<file path="src/design/g6dec_pkg.sv">
`timescale 1ns / 1ps
// ----------------------------------------------------------------------------
// g6dec_pkg
// Shared types and constants for the graph6 adjacency decoder.
// ----------------------------------------------------------------------------
package g6dec_pkg;

  localparam int unsigned MAX_VERTICES = 62;

  localparam logic [7:0] G6_OFFSET  = 8'd63;
  localparam logic [7:0] HDR_HIGH   = 8'(63 + MAX_VERTICES);
  localparam int unsigned G6_BITS   = 6;
  localparam logic [2:0] LAST_BIT   = 3'(G6_BITS - 1);

  localparam int unsigned VTX_W     = 6;
  localparam int unsigned CNT_W     = 11;

  // Byte queue between front and back.
  localparam int unsigned QDEPTH    = 2;
  localparam int unsigned QPTR_W    = 1;
  localparam int unsigned QFILL_W   = 2;

  typedef enum logic {
    PH_HEADER    = 1'b0,
    PH_ADJACENCY = 1'b1
  } g6_phase_t;

  // One classified byte as it waits in the queue.
  typedef struct packed {
    logic [G6_BITS-1:0] bits;    // (byte - 63) mod 64
    logic               hdr_ok;  // byte lies in 63..63+MAX_VERTICES
    logic               tiny;    // valid header with fewer than two vertices
  } g6_item_t;

endpackage

</file>
<file path="src/design/g6dec_front.sv">
`timescale 1ns / 1ps
// ----------------------------------------------------------------------------
// g6dec_front
// Accepts raw bytes, classifies them and holds them in a short queue.
// ----------------------------------------------------------------------------
module g6dec_front (
  input  logic               clk,
  input  logic               rst,
  input  logic               in_valid,
  output logic               in_ready,
  input  logic [7:0]         data_byte,
  output logic               q_valid,
  output g6dec_pkg::g6_item_t q_item,
  input  logic               q_pop
);
  import g6dec_pkg::*;

  g6_item_t              fifo_mem [QDEPTH];
  logic [QPTR_W-1:0]     wr_ptr;
  logic [QPTR_W-1:0]     rd_ptr;
  logic [QFILL_W-1:0]    fill;
  g6_item_t              item_new;
  logic [7:0]            offset_byte;
  logic                  push;
  logic                  pop;

  assign offset_byte = data_byte - G6_OFFSET;

  always_comb begin
    item_new.bits   = offset_byte[G6_BITS-1:0];
    item_new.hdr_ok = (data_byte >= G6_OFFSET) && (data_byte <= HDR_HIGH);
    item_new.tiny   = item_new.hdr_ok && (offset_byte < 8'd2);
  end

  assign in_ready = (fill != QFILL_W'(QDEPTH));
  assign q_valid  = (fill != '0);
  assign q_item   = fifo_mem[rd_ptr];
  assign push     = in_valid && in_ready;
  assign pop      = q_pop && q_valid;

  always_ff @(posedge clk) begin
    if (push) begin
      fifo_mem[wr_ptr] <= item_new;
    end
  end

  always_ff @(posedge clk) begin
    if (rst) begin
      wr_ptr <= '0;
      rd_ptr <= '0;
      fill   <= '0;
    end else begin
      if (push) begin
        wr_ptr <= wr_ptr + 1'b1;
      end
      if (pop) begin
        rd_ptr <= rd_ptr + 1'b1;
      end
      if (push && !pop) begin
        fill <= fill + 1'b1;
      end else if (pop && !push) begin
        fill <= fill - 1'b1;
      end
    end
  end

endmodule

</file>
<file path="src/design/g6dec_back.sv">
`timescale 1ns / 1ps
// ----------------------------------------------------------------------------
// g6dec_back
// Walks the upper triangle into an output register, one adjacency bit per
// cycle while a byte waits and the output register is free.
// ----------------------------------------------------------------------------
module g6dec_back (
  input  logic                         clk,
  input  logic                         rst,
  input  logic                         q_valid,
  input  g6dec_pkg::g6_item_t          q_item,
  output logic                         q_pop,
  output logic                         out_valid,
  input  logic                         out_ready,
  output logic                         edge_valid,
  output logic [g6dec_pkg::VTX_W-1:0]  row_u,
  output logic [g6dec_pkg::VTX_W-1:0]  col_v,
  output logic                         edge_present,
  output logic [g6dec_pkg::CNT_W-1:0]  uncoloured_count,
  output logic                         graph_done,
  output logic                         last_in_run,
  output logic                         bad_header
);
  import g6dec_pkg::*;

  g6_phase_t          phase;
  g6_phase_t          phase_next;
  logic [2:0]         bit_idx;
  logic [VTX_W-1:0]   vertex_count;
  logic [VTX_W-1:0]   pair_low;
  logic [VTX_W-1:0]   pair_high;
  logic [CNT_W-1:0]   present_total;

  logic               slot_free;
  logic               go;
  logic               emit;
  logic               load_hdr;
  logic               adj_step;
  logic               cur_bit;
  logic [VTX_W-1:0]   low_inc;
  logic [VTX_W-1:0]   high_inc;
  logic               wrap;
  logic               done;
  logic               last;
  logic [CNT_W-1:0]   total_inc;

  assign slot_free = !out_valid || out_ready;
  assign go        = q_valid && slot_free;

  assign cur_bit   = q_item.bits[LAST_BIT - bit_idx];
  assign low_inc   = pair_low + 1'b1;
  assign high_inc  = pair_high + 1'b1;
  assign wrap      = (low_inc >= pair_high);
  assign done      = wrap && (high_inc >= vertex_count);
  assign last      = done || (bit_idx == LAST_BIT);
  assign total_inc = present_total + CNT_W'(cur_bit);

  // Step decode.
  always_comb begin
    emit     = 1'b0;
    load_hdr = 1'b0;
    adj_step = 1'b0;
    q_pop    = 1'b0;
    case (phase)
      PH_HEADER: begin
        if (go) begin
          q_pop = 1'b1;
          if (!q_item.hdr_ok || q_item.tiny) begin
            emit = 1'b1;
          end else begin
            load_hdr = 1'b1;
          end
        end
      end
      PH_ADJACENCY: begin
        if (go) begin
          emit     = 1'b1;
          adj_step = 1'b1;
          q_pop    = last;
        end
      end
      default: begin
        emit = 1'b0;
      end
    endcase
  end

  // Next phase.
  always_comb begin
    phase_next = phase;
    case (phase)
      PH_HEADER: begin
        if (load_hdr) begin
          phase_next = PH_ADJACENCY;
        end
      end
      PH_ADJACENCY: begin
        if (adj_step && done) begin
          phase_next = PH_HEADER;
        end
      end
      default: begin
        phase_next = PH_HEADER;
      end
    endcase
  end

  always_ff @(posedge clk) begin
    if (rst) begin
      phase         <= PH_HEADER;
      bit_idx       <= '0;
      vertex_count  <= '0;
      pair_low      <= '0;
      pair_high     <= VTX_W'(1);
      present_total <= '0;
      out_valid     <= 1'b0;
    end else begin
      phase <= phase_next;
      if (load_hdr) begin
        vertex_count  <= q_item.bits;
        pair_low      <= '0;
        pair_high     <= VTX_W'(1);
        present_total <= '0;
        bit_idx       <= '0;
      end else if (adj_step) begin
        present_total <= total_inc;
        bit_idx       <= last ? 3'd0 : bit_idx + 3'd1;
        if (done) begin
          pair_low  <= '0;
          pair_high <= VTX_W'(1);
        end else if (wrap) begin
          pair_low  <= '0;
          pair_high <= high_inc;
        end else begin
          pair_low <= low_inc;
        end
      end
      if (emit) begin
        out_valid <= 1'b1;
      end else if (out_ready) begin
        out_valid <= 1'b0;
      end
    end
  end

  // Result payload; header results carry zeros in the edge fields.
  always_ff @(posedge clk) begin
    if (emit) begin
      edge_valid       <= adj_step;
      row_u            <= adj_step ? pair_low : '0;
      col_v            <= adj_step ? pair_high : '0;
      edge_present     <= adj_step && cur_bit;
      uncoloured_count <= adj_step ? total_inc : '0;
      graph_done       <= adj_step ? done : 1'b1;
      last_in_run      <= adj_step ? last : 1'b1;
      bad_header       <= !adj_step && !q_item.hdr_ok;
    end
  end

endmodule

</file>
<file path="src/design/graph6_adjacency_decoder.sv">
`timescale 1ns / 1ps
// ----------------------------------------------------------------------------
// graph6_adjacency_decoder
// Decodes graph6: a result per upper-triangle pair or rejected/tiny header.
// ----------------------------------------------------------------------------
//  Channel  Signals                        Carries
//  input    in_valid / in_ready            data_byte, header or six-bit group
//  output   out_valid / out_ready          one edge or header-end result
//
// A valid header of two or more vertices gives no result. A rejected or tiny
// header gives one result. An adjacency byte gives up to six results, one per
// cycle while the output register is free, set by the single-pair sequencer
// in the back end. A two-entry byte queue lets input be taken while the
// sequencer works, and the output register frees each cycle its result is
// taken. Synchronous reset empties the queue and the output register.
// ----------------------------------------------------------------------------
module graph6_adjacency_decoder (
  input  logic                         clk,
  input  logic                         rst,
  input  logic                         in_valid,
  output logic                         in_ready,
  input  logic [7:0]                   data_byte,
  output logic                         out_valid,
  input  logic                         out_ready,
  output logic                         edge_valid,
  output logic [g6dec_pkg::VTX_W-1:0]  row_u,
  output logic [g6dec_pkg::VTX_W-1:0]  col_v,
  output logic                         edge_present,
  output logic [g6dec_pkg::CNT_W-1:0]  uncoloured_count,
  output logic                         graph_done,
  output logic                         last_in_run,
  output logic                         bad_header
);
  import g6dec_pkg::*;

  logic      q_valid;
  g6_item_t  q_item;
  logic      q_pop;

  g6dec_front u_front (
    .clk       (clk),
    .rst       (rst),
    .in_valid  (in_valid),
    .in_ready  (in_ready),
    .data_byte (data_byte),
    .q_valid   (q_valid),
    .q_item    (q_item),
    .q_pop     (q_pop)
  );

  g6dec_back u_back (
    .clk              (clk),
    .rst              (rst),
    .q_valid          (q_valid),
    .q_item           (q_item),
    .q_pop            (q_pop),
    .out_valid        (out_valid),
    .out_ready        (out_ready),
    .edge_valid       (edge_valid),
    .row_u            (row_u),
    .col_v            (col_v),
    .edge_present     (edge_present),
    .uncoloured_count (uncoloured_count),
    .graph_done       (graph_done),
    .last_in_run      (last_in_run),
    .bad_header       (bad_header)
  );

endmodule

</file>
<file path="config.mk">
export PLATFORM = sky130hd
export DESIGN_NAME = graph6_adjacency_decoder
export DESIGN_NICKNAME = d
export VERILOG_FILES = /design/src/design/g6dec_pkg.sv /design/src/design/g6dec_front.sv /design/src/design/g6dec_back.sv /design/src/design/graph6_adjacency_decoder.sv
export SDC_FILE = /design/constraint.sdc
export NUM_CORES = 1
export LEC_CHECK = 0
export BUFFER_PORTS_ARGS = -buffer_cell sky130_fd_sc_hd__buf_2
export CAP_MARGIN = 25
export CORE_MARGIN = 2
export CORE_UTILIZATION = 40
export CTS_CLUSTER_DIAMETER = 80
export DETAILED_ROUTE_END_ITERATION = 8
export GPL_TIMING_DRIVEN = 0
export HOLD_SLACK_MARGIN = 0.03
export PLACE_DENSITY = 0.68
export SLEW_MARGIN = 40
export SYNTH_ARGS = -nofsm -noshare
export SYNTH_HDL_FRONTEND = slang
export SYNTH_SLANG_ARGS = --single-unit
export TNS_END_PERCENT = 10
</file>
<file path="constraint.sdc">
create_clock -name clk -period 3.2 [get_ports clk]
set_input_delay 0.64 -clock clk [delete_from_list [all_inputs] [get_ports clk]]
set_output_delay 0.64 -clock clk [all_outputs]
set_load 0.01 [all_outputs]
</file>
Word-level counts from Yosys, hierarchy flattened
Memory sizes are Yosys's and may differ from the RTL's. A register that Yosys moved wholly into a read port is not among the register bits.
Index checks and enable logic that the tools add are counted.
- add/subtract/negate cells: 10
- $lt $le $gt $ge: 6
- eq/ne operators: 2
- mux-type cells: 28
- bitwise operators: 1
- reduce and logical (&&, ||, !) cells: 25
- operator list (kind ; number):
    2-to-1 mux 6 bit ; 4
    2-to-1 mux 1 bit ; 17
    adder 6 x 1 -> 6 bit, second input constant ; 2
    greater-or-equal comparator 6 bit ; 2
    adder 11 x 1 -> 11 bit ; 1
    logical AND 1 bit ; 11
    greater-or-equal comparator 8 x 6 -> 1 bit, second input constant ; 1
    <= comparator 8 x 7 -> 1 bit, second input constant ; 1
    less-than comparator 8 x 2 -> 1 bit, second input constant ; 1
    nonzero test 2 bit ; 4
    subtractor 8 x 6 -> 8 bit, second input constant ; 1
    one-hot mux 1 bit (2 select lines) ; 3
    zero test 1 bit ; 5
    less-than comparator 3 x 4 -> 1 bit, second input constant ; 1
    2-to-1 mux 2 bit ; 2
    adder 3 x 1 -> 3 bit, second input constant ; 1
    binary-select mux 1 bit (select 3 bit) ; 1
    equality test 3 bit, second input constant ; 1
    logical OR 1 bit ; 3
    2-to-1 mux 3 bit ; 1
    subtractor 3 bit, first input constant ; 1
    adder 1 bit, second input constant ; 2
    adder 2 x 1 -> 2 bit, second input constant ; 1
    inequality test 2 bit, second input constant ; 1
    4 further kinds ; 4
- bits in registers: 66
- bits in writable memories: 16
- bits of input ports: 12
- output and inout port bits: 30
- word-level logic and storage cells: 91
- memories kept: 1
- memory list (memory ; depth ; width ; read ports ; clocked after memory_dff ; wr ports ; line ; RTL):
    u_front.fifo_mem ; 2 ; 8 ; 1 ; 1 ; 1 ; g6dec_front.sv:18 ; g6_item_t fifo_mem [QDEPTH];

Logic depth before layout (Yosys ltp)
Gate-level depths: netlist (run 1).
- word-level depth: 10
- mapped depth: 13
- mapped depth without buffers: 13

Modules after synthesis
A second synthesis (run 1) with hierarchy kept.
- cell total of the unflattened synthesis: 376
- area total of the unflattened synthesis: 4071.4 um^2
- modules (own cells, without submodules) (module ; instances ; cells an instance ; area each (um^2) ; seq. area each (um^2)):
    g6dec_back ; 1 ; 299 ; 3086.7 ; 1521.5
    g6dec_front ; 1 ; 77 ; 984.7 ; 580.6

Worst setup path after synthesis (run 1)
OpenSTA, ideal clock, no wires.
- path type: register -> register
- from: reg u_back.pair_high[0]
- to: reg u_front.fill[1]
- setup time: 0.070 ns
- data arrival time: 2.699 ns
- required time: 3.130 ns
- setup slack: 0.431 ns
- cell stages (with the launch flop): 13
- path buffers: 0
- clock period less this slack: 2.769 ns
- path through: dfxtp_1 ha_1 nand3_1 xnor2_1 ha_1 a21o_1 a21oi_1 o21ai_0 a21oi_1 a21o_1 ha_1 or3_1 a21oi_1
- longest elaborated chain between the ends: 10
- elaborated cells on any way between the ends: 13
- those cells by class: add/sub: 1; order compare: 2; mux: 3; reduce/logical: 7
- ends and longest elaborated chain (element ; line ; RTL):
    start, declared ; g6dec_back.sv:31 ; logic [VTX_W-1:0] pair_high;
    start signal, assigned ; g6dec_back.sv:133 ; pair_high <= high_inc;
    adder 6 x 1 -> 6 bit ; g6dec_back.sv:52 ; assign high_inc = pair_high + 1'b1;
    greater-or-equal comparator 6 bit ; g6dec_back.sv:54 ; assign done = wrap && (high_inc >= vertex_count);
    logical AND 1 bit (*) ; g6dec_back.sv:54 ;
    logical OR 1 bit (*) ; g6dec_back.sv:55 ; assign last = done || (bit_idx == LAST_BIT);
    2-to-1 mux 1 bit (*) ; g6dec_back.sv:76 ; if (go) begin
    one-hot mux 1 bit (2 select lines) (*) ; g6dec_back.sv:64 ; case (phase)
    logical AND 1 bit (*) ; g6dec_front.sv:39 ; assign pop = q_pop && q_valid;
    zero test 1 bit ; g6dec_front.sv:59 ; if (push && !pop) begin
    logical AND 1 bit ; g6dec_front.sv:59 ;
    2-to-1 mux 2 bit / nonzero test 2 bit (equally long branches) ; - ;
    end signal, assigned ; g6dec_front.sv:60 ; fill <= fill + 1'b1;
    end signal, assigned ; g6dec_front.sv:62 ; fill <= fill - 1'b1;
    end, declared ; g6dec_front.sv:21 ; logic [QFILL_W-1:0] fill;
Every way passes the cells marked *; elsewhere a longest branch is shown, timed or not.
A chain may end at the register's enable or synchronous reset.

Worst setup path after layout (run 1)
- from: reg u_back.pair_low[0]
- to: reg u_front.fill[1]
- longest elaborated chain between the ends: 10
- elaborated cells on any way between the ends: 12
- those cells by class: add/sub: 1; order compare: 1; mux: 3; reduce/logical: 7
- ends and longest elaborated chain (element ; line ; RTL):
    start, declared ; g6dec_back.sv:30 ; logic [VTX_W-1:0] pair_low;
    start signal, assigned ; g6dec_back.sv:135 ; pair_low <= low_inc;
    adder 6 x 1 -> 6 bit (*) ; g6dec_back.sv:51 ; assign low_inc = pair_low + 1'b1;
    greater-or-equal comparator 6 bit (*) ; g6dec_back.sv:53 ; assign wrap = (low_inc >= pair_high);
    logical AND 1 bit (*) ; g6dec_back.sv:54 ;
    logical OR 1 bit (*) ; g6dec_back.sv:55 ;
    2-to-1 mux 1 bit (*) ; g6dec_back.sv:76 ;
    one-hot mux 1 bit (2 select lines) (*) ; g6dec_back.sv:64 ;
    logical AND 1 bit (*) ; g6dec_front.sv:39 ;
    zero test 1 bit ; g6dec_front.sv:59 ;
    logical AND 1 bit ; g6dec_front.sv:59 ;
    2-to-1 mux 2 bit / nonzero test 2 bit (equally long branches) ; - ;
Marked as above.

==> flow_metrics.py, run 1 <==
metrics = {
    "critical_path": {
        "cp-start-kind": "flop",
        "critPathMaxStageDelay_ps": 420,
        "cp_cell_sequence": "ha_2, nand3_1, xnor2_1, ha_1, a21o_1, a21o_1, a21o_1, a21oi_2, a21o_1, ha_1, or3_1, a21oi_1",
        "cp.arrival_ps": 3330,
        "path_class": "flop to flop",
        "cp_max_fo": 5,
        "crit_buf_inv": 0,
        "end_kind": "flop",
        "required_ps": 3480,
        "worst_path_most_repeated_cell": "a21o_1",
        "crit_path_top_delay_cell": "dfxtp_1",
        "crit_family": "compound AO/OA/AOI/OAI gates",
    },
    "min_path": {
        "min_path_type": "flop to flop",
    },
    "grt": {
        "grt_max_degree": 24,
        "grt_overflow": 0,
        "grt_usage": 0.152,
        "grt_pass1_wl_mm": 13.4,
        "grt_pass1_vias": 2868,
        "grt_antenna_before_repair": 0,
    },
    "timing": {
        "fin_ws_ps": 158,
        "slew-limit-headroom": 0.485,
        "period_needed_ps": 3040,
        "setup_viol": 0,
        "drv_slew": 0,
        "setup_tns_ps": 0,
        "min_period_over_period": 0.951,
        "max_freq_ghz": 0.329,
        "skew_ps": 11.0,
        "hold_viol": 0,
        "whs_ps": 480,
        "rsz0062_at_grt": "no",
        "tightest_slew_ps": 773,
    },
    "power": {
        "power_density_nw_per_um2": 683,
        "max-vdd-ir-drop_mv": 0.466,
        "p_leak_nw": 1.75,
    },
    "layout": {
        "n_antenna_cell": 0,
        "fin_nets": 471,
        "drive_gt1_frac": 0.174,
        "layout_common_cells": "buf_2 (44), edfxtp_1 (44), nor2_1 (40)",
        "stdcell_count": 575,
        "area_growth_pct": 14.9,
    },
    "flow_run": {
        "maxCapViolCount": 0,
    },
    "detailed_routing": {
        "vias": 2971,
        "vias_per_cell": 5.17,
        "dr.pass1.iters": 4,
        "drt_iter0_drc": 216,
        "ant_nets": 0,
        "wire_per_inst_um": 13.7,
        "wl_mm": 7.89,
        "route.detailed.drc": 0,
    },
    "synthesis": {
        "ys_top_cells_by_area": "edfxtp_1 (33%), dfxtp_1 (19%), ha_1 (6.8%)",
        "netlist_area_um2": 4050,
        "synth_cell_types": 50,
        "syn-num-nets": 418,
        "synth_edf_count": 44,
        "synth_top_area_share": 0.327,
        "yosys_warnings": 0,
        "async_reset_ff_frac": 0,
        "syn-instance-count": 384,
        "avgSynthCellArea_um2": 10.5,
        "synth-seq-area-share": 0.519,
        "synth_seq_cells": 83,
        "yosysTopAreaCell": "edfxtp_1",
        "ys.flop_type": "edfxtp_1",
    },
    "clock_tree": {
        "numCtsBuffers": 9,
        "cts_sinks": 83,
        "cts_buffer_depth": 2,
        "hold_buffers": 0,
        "root_buffer": "clkbuf_8",
        "cts_tree": "built",
        "clk_latency_ps": 360,
        "cts.clk_slew.worst_paths_ps": 90,
        "cts-htree-levels": 3,
    },
    "floorplanning": {
        "die_x_um": 105,
        "die_h_um": 105,
        "die_area_um2": 10900,
        "initial_core_util": 0.412,
        "row_count": 36,
        "ioPinCount": 42,
        "core_area_um2": 9820,
    },
    "place": {
        "io_buffers": 40,
        "dp_cells": 558,
        "place_hpwl_mm": 5.80,
        "dp_slack_ps": -212,
        "place_congestion": 0.836,
    },
    "status": {
        "status": "finished clean",
    },
}
==> layer usage <==
layer  track usage  share of wire  up-vias  wire length (um)
met1         0.194           0.45     1381              3520
met3        0.0356          0.054       11               424
met2         0.253           0.49       83              3840
li1              -              -     1496                 -
met5             0              0        -                 0
met4        0.0505          0.013        0               102
==> where the power goes <==
group | switching [mW] | total (mW) | internal [mW]
clock network | 0.397 | 0.689 | 0.292
logic | 0.625 | 0.997 | 0.373
registers | 0.0862 | 1.49 | 1.40
total | 1.11 | 3.18 | 2.07
==> final cells by class <==
| type | count | area [um^2] |
|---|---|---|
| multi-input cells | 269 | 1840 |
| inverters | 18 | 67.6 |
| clock buffers | 9 | 124 |
| plain buffers | 14 | 65.1 |
| repair buffers | 42 | 223 |
| well taps | 133 | 166 |
| flip-flops and latches | 83 | 2110 |
| clock inverters | 7 | 53.8 |
| fillers | 957 | 5170 |
==> registers in the layout (all words and copies together) (netlist names), 2 cells and up, named ones only <==
signal	flops
u_back.bit_idx	3
u_back.present_total	11
u_back.pair_high	6
u_back.pair_low	6
u_front.fill	2
u_front.fifo_mem	16
u_back.uncoloured_count	11
u_back.row_u	6
u_back.col_v	6
u_back.vertex_count	6
==> Yosys cell counts, types with 4 or more instances <==
library cell and number:
nor3_1 6, nand3_1 20, and2_1 10, a21oi_1 18
or3_1 5, nand2_1 27, xnor2_1 14, mux2i_1 8
xor2_1 16, a21o_1 6, a211oi_1 10, and3_1 5
inv_1 18, edfxtp_1 44, nor2_1 41, buf_2 4
o21ai_0 13, clkbuf_1 6, nand4_1 6, nand2b_1 4
ha_1 22, dfxtp_1 39
==> cell families (layout without fill, tap and decap cells) <==
| group | after synthesis | after routing | share of synthesized area |
|---|---|---|---|
| mux | 11 | 11 | 0.0337 |
| compound gates | 66 | 66 | 0.111 |
| flops | 83 | 83 | 0.519 |
| buf+inv | 32 | 90 | 0.0328 |
| xor+xnor | 30 | 30 | 0.0649 |
| fa+ha+maj | 22 | 22 | 0.0680 |
| simple gates | 140 | 140 | 0.170 |
==> worst paths after layout <==
check	slack, ps	end	cells past startpoint	from
setup / recovery	160	u_front.fill[1]$_SDFFE_PP0P_	12	u_back.pair_low[0]$_SDFFE_PP0P_
hold / removal	480	u_back.present_total[1]$_SDFFE_PP0P_	2	u_back.present_total[1]$_SDFFE_PP0P_
setup reg to reg	160	u_front.fill[1]$_SDFFE_PP0P_	12	u_back.pair_low[0]$_SDFFE_PP0P_
hold reg to reg	480	u_back.present_total[1]$_SDFFE_PP0P_	2	u_back.present_total[1]$_SDFFE_PP0P_
==> metrics by stage <==
| step | power (mW) | instance area [um^2] | util |
|---|---|---|---|
| final | 3.18 | 4650 | 0.473 |
| after global routing | 3.36 | 4650 | 0.473 |
| after CTS | 3.20 | 4630 | 0.471 |
| after detailed placement | 2.48 | 4440 | 0.452 |
| after global placement | 2.41 | 4410 | 0.449 |
| after floorplan | 2.13 | 4050 | - |
==> worst min-delay path, delay by kind of cell (launching register included) <==
kind | cells | cell delay (ps)
compound gates | 1 | 50
flops | 1 | 330
simple gates | 1 | 60
==> what timing repair did <==
item,CTS,global route
buffers inserted,1,0
resized for setup,3,6
setup endpoints to repair,1,2
pin swaps,1,0
cloned,0,0
No activity file was read; power rests on OpenSTA's default activity.
==> inputs of run 2 (changes only) <==
--- a/config.mk
+++ b/config.mk
@@ -5,17 +5,18 @@
 export SDC_FILE = /design/constraint.sdc
 export NUM_CORES = 1
 export LEC_CHECK = 0
-export BUFFER_PORTS_ARGS = -buffer_cell sky130_fd_sc_hd__buf_2
 export CAP_MARGIN = 25
 export CORE_MARGIN = 2
 export CORE_UTILIZATION = 40
 export CTS_CLUSTER_DIAMETER = 80
 export DETAILED_ROUTE_END_ITERATION = 8
+export DONT_BUFFER_PORTS = 1
 export GPL_TIMING_DRIVEN = 0
 export HOLD_SLACK_MARGIN = 0.03
-export PLACE_DENSITY = 0.68
+export PLACE_DENSITY = 0.64
 export SLEW_MARGIN = 40
 export SYNTH_ARGS = -nofsm -noshare
 export SYNTH_HDL_FRONTEND = slang
+export SYNTH_HIERARCHICAL = 1
 export SYNTH_SLANG_ARGS = --single-unit
 export TNS_END_PERCENT = 10
==> run 2 against run 1 <==
Sequential share of layout area rose by 1.2 points; non-clock buffer count fell by 41; count of clock-buffer cells in the layout did not move; via count fell by 6.6%; highest routed layer unchanged.
==> flow_metrics.py, run 2 <==
metrics = {
    "status": {
        "status": "finished clean",
    },
    "layout": {
        "fin_nets": 421,
        "n_antenna_cell": 0,
        "largest_reg_flops": 16,
        "stdcell_count": 525,
        "area_growth_pct": 11.6,
        "layout_common_cells": "edfxtp_1 (44), dfxtp_1 (34), nor2_1 (31)",
        "reg_top3": "u_front/fifo_mem (16), u_back/present_total (11), u_back/uncoloured_count (11)",
        "postLayoutCellArea_um2": 4540,
        "drive_gt1_frac": 0.179,
        "layout_commonest_cell": "edfxtp_1",
        "largest_register": "u_front/fifo_mem",
    },
    "clock_tree": {
        "clk_latency_ps": 350,
        "hold_buffers": 0,
        "cts_tree": "built",
        "root_buffer": "clkbuf_8",
        "post_cts_resized": 1,
        "numCtsBuffers": 9,
        "postCtsSetupBuffers": 0,
        "cts.clk_slew.worst_paths_ps": 90,
        "cts_sinks": 83,
        "cts-htree-levels": 3,
        "cts_buffer_depth": 2,
    },
    "synthesis": {
        "yosysMostFrequentCell": "edfxtp_1",
        "syn-instance-count": 376,
        "avgSynthCellArea_um2": 10.8,
        "netlist_area_um2": 4070,
        "async_reset_ff_frac": 0,
        "ys_top_cells_by_area": "edfxtp_1 (32%), dfxtp_1 (19%), ha_1 (6.8%)",
        "synth_top_area_share": 0.325,
        "synth-seq-area-share": 0.516,
        "synth_cell_types": 53,
        "syn-num-nets": 410,
        "synth_seq_cells": 83,
        "synth.cells.most_frequent": "edfxtp_1 (44), dfxtp_1 (39), nor2_1 (33)",
        "synth_edf_count": 44,
        "ys.flop_type": "edfxtp_1",
        "yosys_warnings": 6,
        "yosysTopAreaCell": "edfxtp_1",
    },
    "detailed_routing": {
        "wl_met1_mm": 3.68,
        "vias_per_cell": 5.29,
        "wl_met3_um": 290,
        "route.detailed.drc": 0,
        "dr.pass1.iters": 4,
        "wl_met2_mm": 3.71,
        "vias": 2775,
        "wire_per_inst_um": 14.8,
        "highest_layer": "met4",
        "ant_nets": 0,
        "drt_iter0_drc": 96,
        "wl_mm": 7.75,
    },
    "grt": {
        "grt_pass1_wl_mm": 13.2,
        "grt_overflow": 0,
        "grt_antenna_before_repair": 0,
        "grt_pass1_vias": 2743,
        "grt_usage": 0.149,
        "grt_max_degree": 23,
    },
    "critical_path": {
        "required_ps": 3490,
        "worst_path_most_repeated_cell": "a21oi_1",
        "crit_path_top_delay_cell": "dfxtp_4",
        "end_kind": "flop",
        "reg2reg_depth": 14,
        "critPathMaxStageDelay_ps": 410,
        "cp_max_fo": 10,
        "cp.arrival_ps": 3270,
        "rr_endpoint": "u_front/fill[1]$_SDFFE_PP0P_",
        "cp_cell_sequence": "ha_2, nand3_1, xnor2_1, ha_1, nand4_1, o221a_2, buf_4, a2bb2oi_4, a21oi_1, nand2_2, ha_4, xor2_1, or3_1, a21oi_1",
        "reg2reg_from": "u_back/pair_high[0]$_SDFFE_PP1P_",
        "cp-start-kind": "flop",
        "rrSetupSlack_ps": 210,
        "path_class": "flop to flop",
    },
    "timing": {
        "min_period_over_period": 0.933,
        "setup_viol": 0,
        "rsz0062_at_grt": "no",
        "tightest_slew_ps": 679,
        "max_freq_ghz": 0.335,
        "skew_ps": 6.23,
        "drv_slew": 0,
        "period_needed_ps": 2990,
        "hold_viol": 0,
        "slew-limit-headroom": 0.546,
    },
    "floorplanning": {
        "die_x_um": 105,
        "ioPinCount": 42,
        "initial_core_util": 0.415,
        "die_h_um": 105,
        "die_area_um2": 11000,
        "row_count": 36,
        "core_area_um2": 9820,
    },
    "min_path": {
        "hold_path_depth": 1,
        "hold_path_end": "u_front/fill[1]$_SDFFE_PP0P_",
        "min_path_type": "input port to flop",
        "hp-start": "rst",
    },
    "place": {
        "place_area_um2": 4260,
        "place_hpwl_mm": 5.55,
        "place_congestion": 0.764,
        "dp_cells": 510,
        "io_buffers": 0,
    },
    "flow_run": {
        "maxCapViolCount": 0,
    },
    "power": {
        "p_leak_nw": 1.59,
        "max-vdd-ir-drop_mv": 0.518,
        "power_density_nw_per_um2": 677,
    },
}
==> run 2: cell types whose count changed in the layout (fill, tap and decap cells not counted), sizes merged, moves of 4 or more <==
cell / change
or3: +5
nor2: -7
mux2: +7
buf: -38
o21ai: +4
a211oi: -7
xor2: -4
a21o: -4
a21oi: +7
==> run 2: worst max path at each step <==
stage                                startpoint                             to  slack [ps]
2_1_floorplan  u_back/pair_high[0]$_SDFFE_PP1P_   u_front/fill[1]$_SDFFE_PP0P_         370
4_1_cts        u_back/pair_high[0]$_SDFFE_PP1P_   u_front/fill[1]$_SDFFE_PP0P_          60
6_report       u_back/pair_high[0]$_SDFFE_PP1P_   u_front/fill[1]$_SDFFE_PP0P_         210
5_1_grt        u_back/pair_high[0]$_SDFFE_PP1P_   u_front/fill[1]$_SDFFE_PP0P_        0.05
3_5_place_dp   u_back/pair_high[0]$_SDFFE_PP1P_   u_front/fill[1]$_SDFFE_PP0P_         -30
3_3_place_gp                               flop  u_back/col_v[0]$_SDFFCE_PN0P_         -60
==> run 2: logic make-up (layout without fill, tap and decap cells) <==
logic type,count (synthesis),after routing,synth area share
AND/OR/NAND/NOR,128,128,0.171
buffers and inverters,35,51,0.0372
XOR/XNOR,29,29,0.0624
adder cells (fa/ha/maj),22,22,0.0676
flip-flops,83,83,0.516
AO/OA/AOI/OAI,62,62,0.0980
multiplexers,17,17,0.0473
==> run 2: power by group <==
part	leakage [nW]	internal, mW	switching, mW	total (mW)
sequential	0.733	1.40	0.174	1.57
clock	0.102	0.445	0.389	0.833
combinational	0.758	0.268	0.405	0.673
total	1.59	2.11	0.968	3.08
==> run 2: final cells by class <==
type / instances / area, um^2
sequential: 83 / 2110
inverter: 20 / 75.1
buffer: 14 / 72.6
tap: 133 / 166
clock buffer: 9 / 124
multi-input combinational: 258 / 1880
clock inverter: 7 / 100
timing repair buffer: 1 / 15.0
fill: 957 / 5280
==> run 2: metal layers <==
| metal | GRT usage | vias up |
|---|---|---|
| li1 | - | 1370 |
| met1 | 0.198 | 1341 |
| met2 | 0.239 | 58 |
| met3 | 0.0399 | 6 |
| met4 | 0.0419 | 0 |
| met5 | 0 | - |
==> run 2: critical path, delay by kind of cell, from the launching register on <==
family | cells | cell delay, ps
and+or+nand+nor | 4 | 580
buffers and inverters | 1 | 180
DFF | 1 | 410
adders and majority gates | 3 | 700
AOI/OAI and AO/OA | 4 | 740
xor gates and xnor gates | 2 | 310
==> run 2: metrics by stage <==
stage	power (mW)	util	hold WS, ps	TNS (ps)	worst slack (ps)
after floorplan	2.06	-	440	0	367
after global placement	2.20	0.432	448	-1610	-60.7
after detailed placement	2.25	0.434	459	-32.1	-32.1
after CTS	3.09	0.457	334	0	62.6
after global routing	3.25	0.463	322	0	0.0457
final	3.08	0.463	348	0	213
